==> config.mk <==
export PLATFORM = sky130hd
export DESIGN_NAME = dcc_loco_throttle_packet_builder_top
export DESIGN_NICKNAME = d
export VERILOG_FILES = /design/src/rtl/core/dcl_pkg.sv /design/src/rtl/core/dcl_state.sv /design/src/rtl/core/dcl_pkt_enc.sv /design/src/rtl/core/dcc_loco_throttle_packet_builder_top.sv
export SDC_FILE = /design/constraint.sdc
export NUM_CORES = 1
export LEC_CHECK = 0
export BUFFER_PORTS_ARGS = -buffer_cell sky130_fd_sc_hd__buf_2
export CORE_ASPECT_RATIO = 0.75
export CORE_MARGIN = 1
export CORE_UTILIZATION = 51
export DETAILED_ROUTE_END_ITERATION = 8
export GPL_ROUTABILITY_DRIVEN = 0
export PLACE_DENSITY = 0.81
export SLEW_MARGIN = 10
export SYNTH_ARGS = -nofsm -noshare
export SYNTH_HDL_FRONTEND = slang
export SYNTH_SLANG_ARGS = --single-unit
==> constraint.sdc <==
create_clock -name clk -period 10.05 [get_ports clk]
set_clock_uncertainty 0.05 [all_clocks]
set_input_delay 1.005 -clock clk [delete_from_list [all_inputs] [get_ports clk]]
set_output_delay 1.005 -clock clk [all_outputs]
set_load 0.02 [all_outputs]
==> src/rtl/core/dcl_pkg.sv <==
// Shared types and constants for the DCC loco throttle packet builder.
// No dependencies; imported by every module of the block.
package dcl_pkg;

  localparam int unsigned ADDR_W      = 14;
  localparam int unsigned SPEED_W     = 7;
  localparam int unsigned STEPS_W     = 8;
  localparam int unsigned REQ_W       = 2;
  localparam int unsigned IN_TDATA_W  = 24;
  localparam int unsigned OUT_TDATA_W = 40;

  localparam logic [ADDR_W-1:0]  SHORT_ADDR_MAX = ADDR_W'(127);
  localparam logic [ADDR_W-1:0]  LOCO_ADDR_MAX  = ADDR_W'(10239);
  localparam logic [SPEED_W-1:0] THROTTLE_MAX   = SPEED_W'(126);

  localparam logic [STEPS_W-1:0] STEPS_28  = 8'd28;
  localparam logic [STEPS_W-1:0] STEPS_128 = 8'd128;

  localparam logic [7:0] SPEED128_MARK = 8'h3F;
  localparam logic [1:0] LONG_ADDR_TAG = 2'b11;
  localparam logic [7:0] SPEED28_BASE  = 8'h40;
  localparam logic [7:0] ESTOP28_BYTE  = 8'h41;
  localparam logic [7:0] FWD28_BIT     = 8'h20;
  localparam logic [1:0] REPEAT_VALID  = 2'd3;
  localparam logic       MODE128_RST   = 1'b1;

  // 28-step rescale: (speed * 10 + 36) / 46, divide done by reciprocal
  localparam int unsigned S28_MUL   = 10;
  localparam int unsigned S28_ADD   = 36;
  localparam int unsigned S28_SHIFT = 16;
  localparam int unsigned S28_RECIP = ((1 << S28_SHIFT) + 45) / 46;
  localparam int unsigned S28_OFS   = 3;
  localparam int unsigned S28_NUM_W = 11;

  typedef enum logic [REQ_W-1:0] {
    REQ_THROTTLE     = 2'd0,
    REQ_MODE_SET     = 2'd1,
    REQ_MODE_DEFAULT = 2'd2
  } req_t;

  typedef enum logic {
    CFG_LOCO_ADDRESS     = 1'b0,
    CFG_INITIAL_MODE_128 = 1'b1
  } cfg_idx_t;

  typedef struct packed {
    logic [REQ_W-1:0]   req_type;
    logic               dir_forward;
    logic [SPEED_W-1:0] speed_value;
    logic               estop_request;
    logic [STEPS_W-1:0] steps_value;
  } item_t;

  typedef struct packed {
    logic [SPEED_W-1:0] speed;
    logic               estop;
    logic               forward;
    logic               mode_128;
    logic               overridden;
  } loco_state_t;

  typedef struct packed {
    logic [2:0] packet_length;
    logic [7:0] byte0;
    logic [7:0] byte1;
    logic [7:0] byte2;
    logic [7:0] byte3;
    logic [1:0] repeat_count;
  } pkt_t;

endpackage

==> src/rtl/core/dcl_state.sv <==
// Locomotive state registers and request update logic.
// Depends on dcl_pkg.
module dcl_state import dcl_pkg::*; (
  input  logic        clk,
  input  logic        rst_n,
  input  logic        step_en,
  input  item_t       item,
  output logic        changed,
  output loco_state_t state_nxt
);

  loco_state_t state_r;
  logic        steps_ok;
  logic        want_128;

  assign steps_ok = (item.steps_value == STEPS_28) || (item.steps_value == STEPS_128);
  assign want_128 = (item.steps_value == STEPS_128);

  always_comb begin
    state_nxt = state_r;
    changed   = 1'b0;
    case (item.req_type)
      REQ_THROTTLE: begin
        if (item.estop_request) begin
          if ((state_r.forward != item.dir_forward) || !state_r.estop) begin
            changed           = 1'b1;
            state_nxt.forward = item.dir_forward;
            state_nxt.estop   = 1'b1;
            state_nxt.speed   = '0;
          end
        end else if (item.speed_value <= THROTTLE_MAX) begin
          if ((state_r.forward != item.dir_forward) || state_r.estop ||
              (state_r.speed != item.speed_value)) begin
            changed           = 1'b1;
            state_nxt.forward = item.dir_forward;
            state_nxt.estop   = 1'b0;
            state_nxt.speed   = item.speed_value;
          end
        end
      end
      REQ_MODE_SET: begin
        if (steps_ok) begin
          // mark the override even when the mode already matches
          state_nxt.overridden = 1'b1;
          if (state_r.mode_128 != want_128) begin
            state_nxt.mode_128 = want_128;
            changed            = 1'b1;
          end
        end
      end
      REQ_MODE_DEFAULT: begin
        if (!state_r.overridden && steps_ok && (state_r.mode_128 != want_128)) begin
          state_nxt.mode_128 = want_128;
          changed            = 1'b1;
        end
      end
      default: ;
    endcase
  end

  always_ff @(posedge clk) begin
    if (!rst_n) begin
      state_r.speed      <= '0;
      state_r.estop      <= 1'b0;
      state_r.forward    <= 1'b1;
      state_r.mode_128   <= MODE128_RST;
      state_r.overridden <= 1'b0;
    end else if (step_en) begin
      state_r <= state_nxt;
    end
  end

endmodule

==> src/rtl/core/dcl_pkt_enc.sv <==
// Speed/direction packet encoder: address bytes plus 28- or 128-step byte(s).
// Depends on dcl_pkg; purely combinational.
module dcl_pkt_enc import dcl_pkg::*; (
  input  logic [ADDR_W-1:0] loco_address,
  input  loco_state_t       state,
  output pkt_t              pkt
);

  logic                 addr_ok;
  logic                 addr_long;
  logic [S28_NUM_W-1:0] s28_num;
  logic [2*S28_NUM_W-1:0] s28_prod;
  logic [4:0]           s28;
  logic [4:0]           v28;
  logic [6:0]           v128;
  logic [7:0]           spd_b0;
  logic [7:0]           spd_b1;
  logic                 spd_two;
  logic [7:0]           hi_byte;
  logic [7:0]           lo_byte;

  assign addr_ok   = (loco_address != '0) && (loco_address <= LOCO_ADDR_MAX);
  assign addr_long = (loco_address > SHORT_ADDR_MAX);
  assign hi_byte   = {LONG_ADDR_TAG, loco_address[ADDR_W-1:8]};
  assign lo_byte   = loco_address[7:0];

  // floor(num / 46) as (num * recip) >> shift, exact for num below 4681
  assign s28_num  = S28_NUM_W'(state.speed) * S28_NUM_W'(S28_MUL) + S28_NUM_W'(S28_ADD);
  assign s28_prod = (2*S28_NUM_W)'(s28_num) * (2*S28_NUM_W)'(S28_RECIP);
  assign s28      = 5'(s28_prod >> S28_SHIFT);
  assign v28      = (s28 == '0) ? 5'd0 : 5'(s28 + 5'(S28_OFS));

  always_comb begin
    if (state.estop) begin
      v128 = 7'd1;
    end else if (state.speed == '0) begin
      v128 = 7'd0;
    end else begin
      v128 = 7'(state.speed + 7'd1);
    end
  end

  always_comb begin
    spd_b1 = '0;
    if (state.mode_128) begin
      spd_two = 1'b1;
      spd_b0  = SPEED128_MARK;
      spd_b1  = {state.forward, v128};
    end else if (state.estop) begin
      spd_two = 1'b0;
      spd_b0  = ESTOP28_BYTE | (state.forward ? FWD28_BIT : 8'h00);
    end else begin
      spd_two = 1'b0;
      // 01DCSSSS: low speed bit moves up to C
      spd_b0  = SPEED28_BASE | {3'b000, v28[0], v28[4:1]} |
                (state.forward ? FWD28_BIT : 8'h00);
    end
  end

  always_comb begin
    pkt = '0;
    if (addr_ok) begin
      pkt.repeat_count = REPEAT_VALID;
      if (addr_long) begin
        pkt.byte0         = hi_byte;
        pkt.byte1         = lo_byte;
        pkt.byte2         = spd_b0;
        pkt.byte3         = spd_b1;
        pkt.packet_length = spd_two ? 3'd4 : 3'd3;
      end else begin
        pkt.byte0         = lo_byte;
        pkt.byte1         = spd_b0;
        pkt.byte2         = spd_b1;
        pkt.packet_length = spd_two ? 3'd3 : 3'd2;
      end
    end
  end

endmodule

==> src/rtl/core/dcc_loco_throttle_packet_builder_top.sv <==
// DCC loco throttle packet builder, one request in and one result beat out per
// request. A beat is registered on entry, then state update and packet encode
// run combinationally into the result register, which raises out_tvalid; with
// out_tready high one request is taken every clock. While a result waits, the
// input register can still take one more request.
// The packet reflects the state after the request is applied. Writing
// register 1 (initial step mode) has no effect on the live mode; reset loads
// 128-step mode. Depends on dcl_pkg, dcl_state, dcl_pkt_enc.
module dcc_loco_throttle_packet_builder_top import dcl_pkg::*; (
  input  logic                   clk,
  input  logic                   rst_n,
  // in_tdata: dir_forward[0], speed_value[7:1], estop_request[8],
  //           steps_value[16:9], zero fill
  input  logic                   in_tvalid,
  output logic                   in_tready,
  input  logic [IN_TDATA_W-1:0]  in_tdata,
  // in_tuser: req_type[1:0]
  input  logic [REQ_W-1:0]       in_tuser,
  // out_tdata: changed[0], packet_length[3:1], packet_byte0[11:4],
  //            packet_byte1[19:12], packet_byte2[27:20], packet_byte3[35:28],
  //            repeat_count[37:36], zero fill
  output logic                   out_tvalid,
  input  logic                   out_tready,
  output logic [OUT_TDATA_W-1:0] out_tdata,
  input  logic                   cfg_we,
  input  logic                   cfg_idx,
  input  logic [ADDR_W-1:0]      cfg_wdata
);

  item_t                  in_r;
  logic                   in_valid_r;
  logic                   out_valid_r;
  logic [OUT_TDATA_W-1:0] out_data_r;
  logic [OUT_TDATA_W-1:0] out_data_nxt;
  logic [ADDR_W-1:0]      addr_r;
  logic                   advance;
  logic                   changed;
  loco_state_t            state_nxt;
  pkt_t                   pkt;

  assign advance   = in_valid_r && (!out_valid_r || out_tready);
  assign in_tready = !in_valid_r || advance;

  always_ff @(posedge clk) begin
    if (!rst_n) begin
      addr_r <= '0;
    end else if (cfg_we) begin
      case (cfg_idx)
        CFG_LOCO_ADDRESS:     addr_r <= cfg_wdata;
        CFG_INITIAL_MODE_128: ; // ignored; reset always loads MODE128_RST
        default: ;
      endcase
    end
  end

  always_ff @(posedge clk) begin
    if (!rst_n) begin
      in_valid_r <= 1'b0;
    end else if (in_tvalid && in_tready) begin
      in_valid_r <= 1'b1;
    end else if (advance) begin
      in_valid_r <= 1'b0;
    end
  end

  always_ff @(posedge clk) begin
    if (in_tvalid && in_tready) begin
      in_r.req_type      <= in_tuser;
      in_r.dir_forward   <= in_tdata[0];
      in_r.speed_value   <= in_tdata[7:1];
      in_r.estop_request <= in_tdata[8];
      in_r.steps_value   <= in_tdata[16:9];
    end
  end

  dcl_state u_state (
    .clk       (clk),
    .rst_n     (rst_n),
    .step_en   (advance),
    .item      (in_r),
    .changed   (changed),
    .state_nxt (state_nxt)
  );

  dcl_pkt_enc u_enc (
    .loco_address (addr_r),
    .state        (state_nxt),
    .pkt          (pkt)
  );

  assign out_data_nxt = {2'b00, pkt.repeat_count, pkt.byte3, pkt.byte2, pkt.byte1,
                         pkt.byte0, pkt.packet_length, changed};

  always_ff @(posedge clk) begin
    if (!rst_n) begin
      out_valid_r <= 1'b0;
    end else if (advance) begin
      out_valid_r <= 1'b1;
    end else if (out_tready) begin
      out_valid_r <= 1'b0;
    end
  end

  // hold the result while the sink stalls
  always_ff @(posedge clk) begin
    if (advance) begin
      out_data_r <= out_data_nxt;
    end
  end

  assign out_tvalid = out_valid_r;
  assign out_tdata  = out_data_r;

endmodule

# Yosys cells after proc, flatten, opt, wreduce, memory -nomap -nowiden
# Cells that the tools add are included.
# word_totals
ff_bits,84
output_inout_bits,42
in_bits,46
elab_cells,90
# op_classes
n_reduce_logical,24
multipliers,2
bitwise_logic,2
n_lt_le_gt_ge,3
add_sub_neg,3
n_eq_ne,7
muxes,33
# op_table
op,count
two-way mux 9 bit,5
two-way mux 27 bit,1
two-way mux 8 bit,3
"multiplier 11 x 11 -> 21 bit, second input constant",1
two-way mux 1 bit,15
"> comparator 14 x 7 -> 1 bit, second input constant",1
"<= comparator 14 bit, second input constant",1
two-way mux 7 bit,2
nonzero test 14 bit,1
"adder 11 x 6 -> 11 bit, second input constant",1
"multiplier 7 x 3 -> 10 bit, second input constant",1
"== test 8 x 5 -> 1 bit, second input constant",1
"== test 8 bit, second input constant",1
OR 7 x 8 -> 8 bit,1
"adder 7 x 1 -> 7 bit, second input constant",1
"<= comparator 7 bit, second input constant",1
logical NOT 7 bit,1
inequality test 7 bit,1
logical OR 1 bit,6
two-way mux 6 bit,1
"adder 5 x 2 -> 5 bit, second input constant",1
logical AND 1 bit,5
logical NOT 5 bit,1
two-way mux 5 bit,1
other kinds (13),20

# Longest topological paths before layout
# Gate-level depths: netlist of the first run.
# logic_depth
word_depth,16
depth_mapped,38
ltp_nobuf,37

# Hierarchy
# From an unflattened synthesis of the first run, not the netlist that was laid out.
# hier_totals
cells_unflattened,577
area_unflattened_um2,5995.8
# by_module_without_submodules
mod,instances,cells_per_inst,area_each_um2,seq_area_each_um2
dcl_pkt_enc,1,339,2656.3,0.0
dcc_loco_throttle_packet_builder_top,1,131,2399.8,2031.9
dcl_state,1,107,939.7,220.2

# Least setup slack after synthesis of the first run
# Ideal clock, no wire load.
# synth_timing
kind,reg2reg
from,register in_r[12] in the netlist's numbering
to,"register out_data_r[24], in the netlist out_tdata[24], data pin"
setup_ps,280
n_path_buf,1
period_less_slack_ps,9066
path_stages_with_launch,36
slack_ps,984
required_time_ps,9720
t_arrival_ps,8736
cell_sequence,edfxtp_1 -> xor2_1 -> or4_4 -> nor4b_1 -> or3_4 -> and2_1 -> clkbuf_1 -> inv_1 -> ha_1 -> ha_1 -> inv_1 -> fa_1 -> o21ai_0 -> a311oi_4 -> inv_1 -> ha_1 -> inv_1 -> fa_1 -> fa_1 -> inv_1 -> ha_1 -> ha_1 -> ha_1 -> and3_1 -> a221o_1 -> a221oi_1 -> nor2_1 -> nor2_1 -> o31ai_2 -> a21oi_1 -> xor2_1 -> ha_1 -> inv_1 -> or3_1 -> o211ai_1 -> a221oi_1
# synth_lines
element,line,source
"start, declared",dcc_loco_throttle_packet_builder_top.sv:30,item_t in_r;
"end signal, assigned",dcc_loco_throttle_packet_builder_top.sv:107,out_data_r <= out_data_nxt;
"end, declared",dcc_loco_throttle_packet_builder_top.sv:33,logic [OUT_TDATA_W-1:0] out_data_r;

==> results of run 1 <==
## cell families after synthesis
| group | after synthesis | share of synthesized area, % |
|---|---|---|
| adders and majority gates | 85 | 19.19 |
| other | 1 | 0.06278 |
| DFF | 83 | 37.20 |
| and+or+nand+nor | 187 | 15.71 |
| muxes | 5 | 0.8379 |
| AOI/OAI and AO/OA | 136 | 16.55 |
| buffers and inverters | 77 | 5.027 |
| xor gates and xnor gates | 37 | 5.425 |
## cell type report
type                       instances  area, µm²
fill                             901       4294
multi-input combinational        452       3508
sequential                        83       2222
timing repair buffer              86      450.4
clock buffer                      12      236.5
inverter                          56      210.2
tap                              140      175.2
clock inverter                     4      51.30
## where the power goes
group          total, µW  switching, µW  internal, µW
combinational       1010            579           427
sequential           417           14.6           402
clock                322            130           193
total               1740            724          1020
## per-stage QoR
step | worst slack [ps] | std cells | total power [µW] | TNS [ps] | hold slack, ps
final | 574.7 | 833 | 1745 | 0 | 456.6
after global routing | -121.3 | 833 | 1907 | -347.6 | 491.7
after CTS | 304.1 | 833 | 1721 | 0 | 456.1
after detailed placement | 315.1 | 817 | 1396 | 0 | 447.8
after global placement | 740.0 | 817 | 1341 | 0 | 423.6
after floorplan | 984.4 | 612 | 1179 | 0 | 402.1
## state kept, by name (all words and copies together), names as in the netlist
register and flops:
in_valid_r 1, addr_r 14, out_tdata 37, u_state.state_r 11, out_tvalid 1, in_r 19
## worst max-delay path, delay by kind of cell, from the launching register on
| kind | cells | cell delay (ps) |
|---|---|---|
| DFF | 1 | 450 |
| AOI/OAI and AO/OA | 9 | 2310 |
| xor gates and xnor gates | 2 | 340 |
| and+or+nand+nor | 9 | 2040 |
| buffers and inverters | 6 | 540 |
| adders and majority gates | 9 | 3410 |
## cell usage in the layout (no fill, tap or decap), types with 3 or more instances in the layout
master     count
a22oi_1        5
inv_1         54
nor2_1        50
nor4_1         5
buf_2         78
a21o_1         7
dfxtp_1       27
o21ai_0       18
nand3_1        7
o211ai_1       5
and4_1         3
a211oi_1       8
or2_2          4
nor3_1         4
a31oi_1        4
buf_4          8
fa_1          11
a311oi_1       4
a2bb2oi_1      3
o211a_1       11
mux2i_1        5
edfxtp_1      56
clkbuf_1       3
clkbuf_16      9
xor2_1        15
nor2b_1        9
a21oi_1       27
o21a_1         6
a21boi_0      16
ha_1          73
xnor2_1       22
nand2b_1       3
nand2_1       62
and2_1        10
and3_1         5
## per-layer routing
metal / wire (µm) / share of wire, % / vias up / track usage [%]
met1: 6266 / 47 / 2296 / 31.27
met5: 0 / 0 / - / 0
li1: - / - / 2339 / -
met3: 763 / 5.7 / 18 / 4.614
met2: 6200 / 46 / 170 / 37.04
met4: 172 / 1.3 / 0 / 5.655
## final timing paths
kind / from / endpoint / slack [ps]
worst min-delay path: addr_r[10] / addr_r[10] / 460
worst min register to register: addr_r[10] / addr_r[10] / 460
worst max register to register: in_r[9] / out_tdata[24] / 570
worst max-delay path: in_r[9] / out_tdata[24] / 570
## what timing repair did
item,4_1_cts,5_1_grt
setup endpoints to repair,0,10
gates resized for setup,0,7
hold endpoints to repair,0,0
==> impl_metrics.ini, run 1 <==
[clock_tree]
cts_buffers = 9
cts_hold_buf = 0
post_cts_buffers = 0
clkLatencyLatePin_ps = 340
cts_tree = yes
path_clk_slew_ps = 60
clock_sinks = 83
root_buffer = clkbuf_16
htree_levels = 3
cts_buffer_depth = 2

[worst_hold_path]
holdPathStages = 2
hold_path_class = flip-flop to flip-flop

[synth]
ys_ff_latch = 83
yosysWarningCount = 0
synth_edf_count = 56
yosys-top-cells-area = edfxtp_1 (28%), ha_1 (16%), dfxtp_1 (9.0%), nand2_1 (3.9%), fa_1 (3.7%)
seq_area_frac_synth_pct = 37.20
syn_inst = 611
synth_area_leader_cell = edfxtp_1
synth_common_cells = ha_1 (74), nand2_1 (62), edfxtp_1 (56), inv_1 (54), nor2_1 (50)
yosysMostFrequentCell = ha_1
yosysTopAreaCellShare_pct = 28.15
ys_types = 66
synthArstFlopShare_pct = 0
ys.flop_type = edfxtp_1
netlist_area_um2 = 5973
syn_avg_cell_area_um2 = 9.776

[drt]
routed-via-count = 4823
drc = 0
wl_per_cell_um = 16.09
via_per_inst = 5.790
drt_iter0_markers = 342
drt_wl_total_mm = 13.40
firstDrtPassIters = 5
drtAntennaViolNets = 0

[worst_setup_path]
slowest_stage = fa_1
cp_max_fo = 6
end_kind = flip-flop
critPathLaunchType = flip-flop
critPathKind = flip-flop to flip-flop
cp.required_ps = 10030
max_stage_delay_ps = 680
ff2ff_path_depth = 35
critPathArrivalTime_ps = 9450

[global_route]
grt_max_degree = 59
antenna_found_initial = 0
grt_pass1_vias = 4477
grt_pass1_wl_mm = 21.52
grt_usage_pct = 22.74
grt.overflow.total = 0

[die]
rows = 33
coreArea_um2 = 11150
ioPinCount = 88
start_util_pct = 53.58
die_h_um = 95.73
fp.dieW_um = 127.0
die-area_um2 = 12150

[placed_design]
hpwl_mm = 10.43
io_buffers = 78
place_area_um2 = 6525

[layout]
syn_to_final_growth_pct = 14.75
drive_above_1_share_pct = 17.32
n_antenna_cell = 0
finalInstanceArea_um2 = 6854
nNetsFinal = 819
final_util_pct = 61.48

[timing]
finalCritPeriodShare_pct = 94.28
finalCriticalPeriod_ps = 9475
slew_viol_final = 0
fmax_ghz = 0.1055
setup_viol = 0
tightest_slew_ps = 834.7
finalHoldViolCount = 0
relSlewSlack_pct = 44.24

[power]
max-vdd-ir-drop_mv = 0.1687
p_per_area_nw_per_um2 = 254.6
power_leakage_uw = 0.003164

[flow_run]
cap_viol_max_count = 0

[status]
status = finished, final reports clean
Power figures use the tool's default switching activity.
==> run 2, diff against run 1 <==
--- a/config.mk
+++ b/config.mk
@@ -11,8 +11,9 @@
 export CORE_UTILIZATION = 51
 export DETAILED_ROUTE_END_ITERATION = 8
 export GPL_ROUTABILITY_DRIVEN = 0
-export PLACE_DENSITY = 0.81
+export PLACE_DENSITY = 0.8
 export SLEW_MARGIN = 10
 export SYNTH_ARGS = -nofsm -noshare
 export SYNTH_HDL_FRONTEND = slang
+export SYNTH_HIERARCHICAL = 1
 export SYNTH_SLANG_ARGS = --single-unit
==> run 2 against run 1 <==
  * Maximum frequency rose by 3.6%
  * Critical endpoint is now out_tdata[15]
  * Global-route usage fell by 1.2 points
  * Count of clock-buffer cells in the layout fell by 3
  * Hold slack got worse by 34 ps
  * Synthesized cell count fell by 5.7%
  * Power fell by 29%
  * Register-to-register slack improved by 330 ps
  * Critical path depth fell by 2
  * Combinational power fell by 54%
  * Worst setup slack improved by 330 ps
==> impl_metrics.ini, run 2 <==
[status]
status = finished, final reports clean

[clock_tree]
htree_levels = 3
clkLatencyLatePin_ps = 340
root_buffer = clkbuf_16
clock_sinks = 84
cts_tree = yes
path_clk_slew_ps = 70
cts_buffer_depth = 2
post_cts_buffers = 0
cts_hold_buf = 0
cts_resized = 0
cts_buffers = 9

[power]
p_per_area_nw_per_um2 = 181.5
max-vdd-ir-drop_mv = 0.1865
power_leakage_uw = 0.003062

[timing]
setup-tns-final_ps = 0
finalHoldViolCount = 0
worst_slack_ps = 905.4
fmax_ghz = 0.1094
finalCriticalPeriod_ps = 9145
slew_viol_final = 0
whs_ps = 422.5
relSlewSlack_pct = 32.02
tightest_slew_ps = 1016
finalCritPeriodShare_pct = 90.99
rsz0062_at_grt = no
setup_viol = 0

[layout]
drive_above_1_share_pct = 20.52
nFillCells = 872
layout_common_cells = buf_2 (78), ha_1 (76), edfxtp_1 (57)
layout_commonest_cell = buf_2
syn_to_final_growth_pct = 13.89
largest_reg_flops = 38
n_antenna_cell = 0
nNetsFinal = 781

[drt]
wl_per_cell_um = 15.61
drt_iter0_markers = 444
drtAntennaViolNets = 0
drc = 0
drt_wl_total_mm = 12.65
via_per_inst = 5.620
firstDrtPassIters = 5
routed-via-count = 4552

[global_route]
grt_pass1_wl_mm = 20.60
grt_usage_pct = 21.52
grt.overflow.total = 0
grt_pass1_vias = 4332
antenna_found_initial = 0
grt_max_degree = 46

[placed_design]
post-place-ws_ps = 928.7
hpwl_mm = 9.711
io_buffers = 78

[die]
coreArea_um2 = 11190
start_util_pct = 53.52
ioPinCount = 88
die_h_um = 95.84
die-area_um2 = 12180
fp.dieW_um = 127.1
rows = 33

[synth]
syn_avg_cell_area_um2 = 10.40
yosysWarningCount = 6
syn_inst = 576
netlist_area_um2 = 5988

[worst_setup_path]
critPathArrivalTime_ps = 9150
cp.required_ps = 10060
critPathKind = flip-flop to flip-flop
slowest_stage = fa_1
path_common_cell = ha_1
critPathLaunchType = flip-flop
cp_max_fo = 6
max_stage_delay_ps = 570
end_kind = flip-flop

[flow_run]
cap_viol_max_count = 0

[worst_hold_path]
hold_path_class = flip-flop to flip-flop
[run 2: final cells by class]
cell class                      count  area [µm²]  share of cell area [%]
Multi-Input combinational cell    422        3443                   50.49
Sequential cell                    84        2252                   33.02
Timing Repair Buffer               80       405.4                   5.944
Clock buffer                        9       225.2                   3.302
Tap cell                          157       196.4                   2.880
Inverter                           51       191.4                   2.807
Clock inverter                      7       106.4                   1.559
[run 2: where the power goes]
part / switching, µW / internal, µW / leakage (µW) / total (µW)
combinational: 278 / 184 / 0.00213 / 462
clock: 141 / 222 / 0.000163 / 362
sequential: 12.4 / 401 / 0.000771 / 413
[run 2: routing by layer]
metal	GRT usage, %	vias to the layer above	part of all wire, %
met5	0	-	0
met4	4.563	0	0.70
met3	4.225	13	5.3
met2	37.64	154	47
met1	27.94	2177	47
li1	-	2208	-
[run 2: per-stage QoR]
stage | utilization [%] | instances | instance area [µm²] | total power [µW]
global placement | 57.99 | 794 | 6489 | 841.9
global route | 60.95 | 810 | 6820 | 1314
finish | 60.95 | 810 | 6820 | 1238
floorplan | - | 577 | 5992 | 762.4
CTS | 60.95 | 810 | 6820 | 1236
detailed placement | 57.99 | 794 | 6489 | 871.2
[run 2: path summary, 6_finish.rpt]
| kind | startpoint | endpoint | slack, ps | depth (start not counted) |
|---|---|---|---|---|
| max | in_r[16] | out_tdata[15] | 910 | 33 |
| min | u_state/state_r[6] | u_state/state_r[6] | 420 | 2 |
| max reg2reg | in_r[16] | out_tdata[15] | 910 | 33 |
| min reg2reg | u_state/state_r[6] | u_state/state_r[6] | 420 | 2 |
[run 2: worst max-delay path, delay by kind of cell (launching register included)]
family                   cells  cell delay (ps)
AND/OR/NAND/NOR             10             1820
AO/OA/AOI/OAI                5             1590
multiplexers                 2              390
adder cells (fa/ha/maj)     10             3340
flip-flops                   1              420
XOR/XNOR                     3             1040
buffers and inverters        3              190
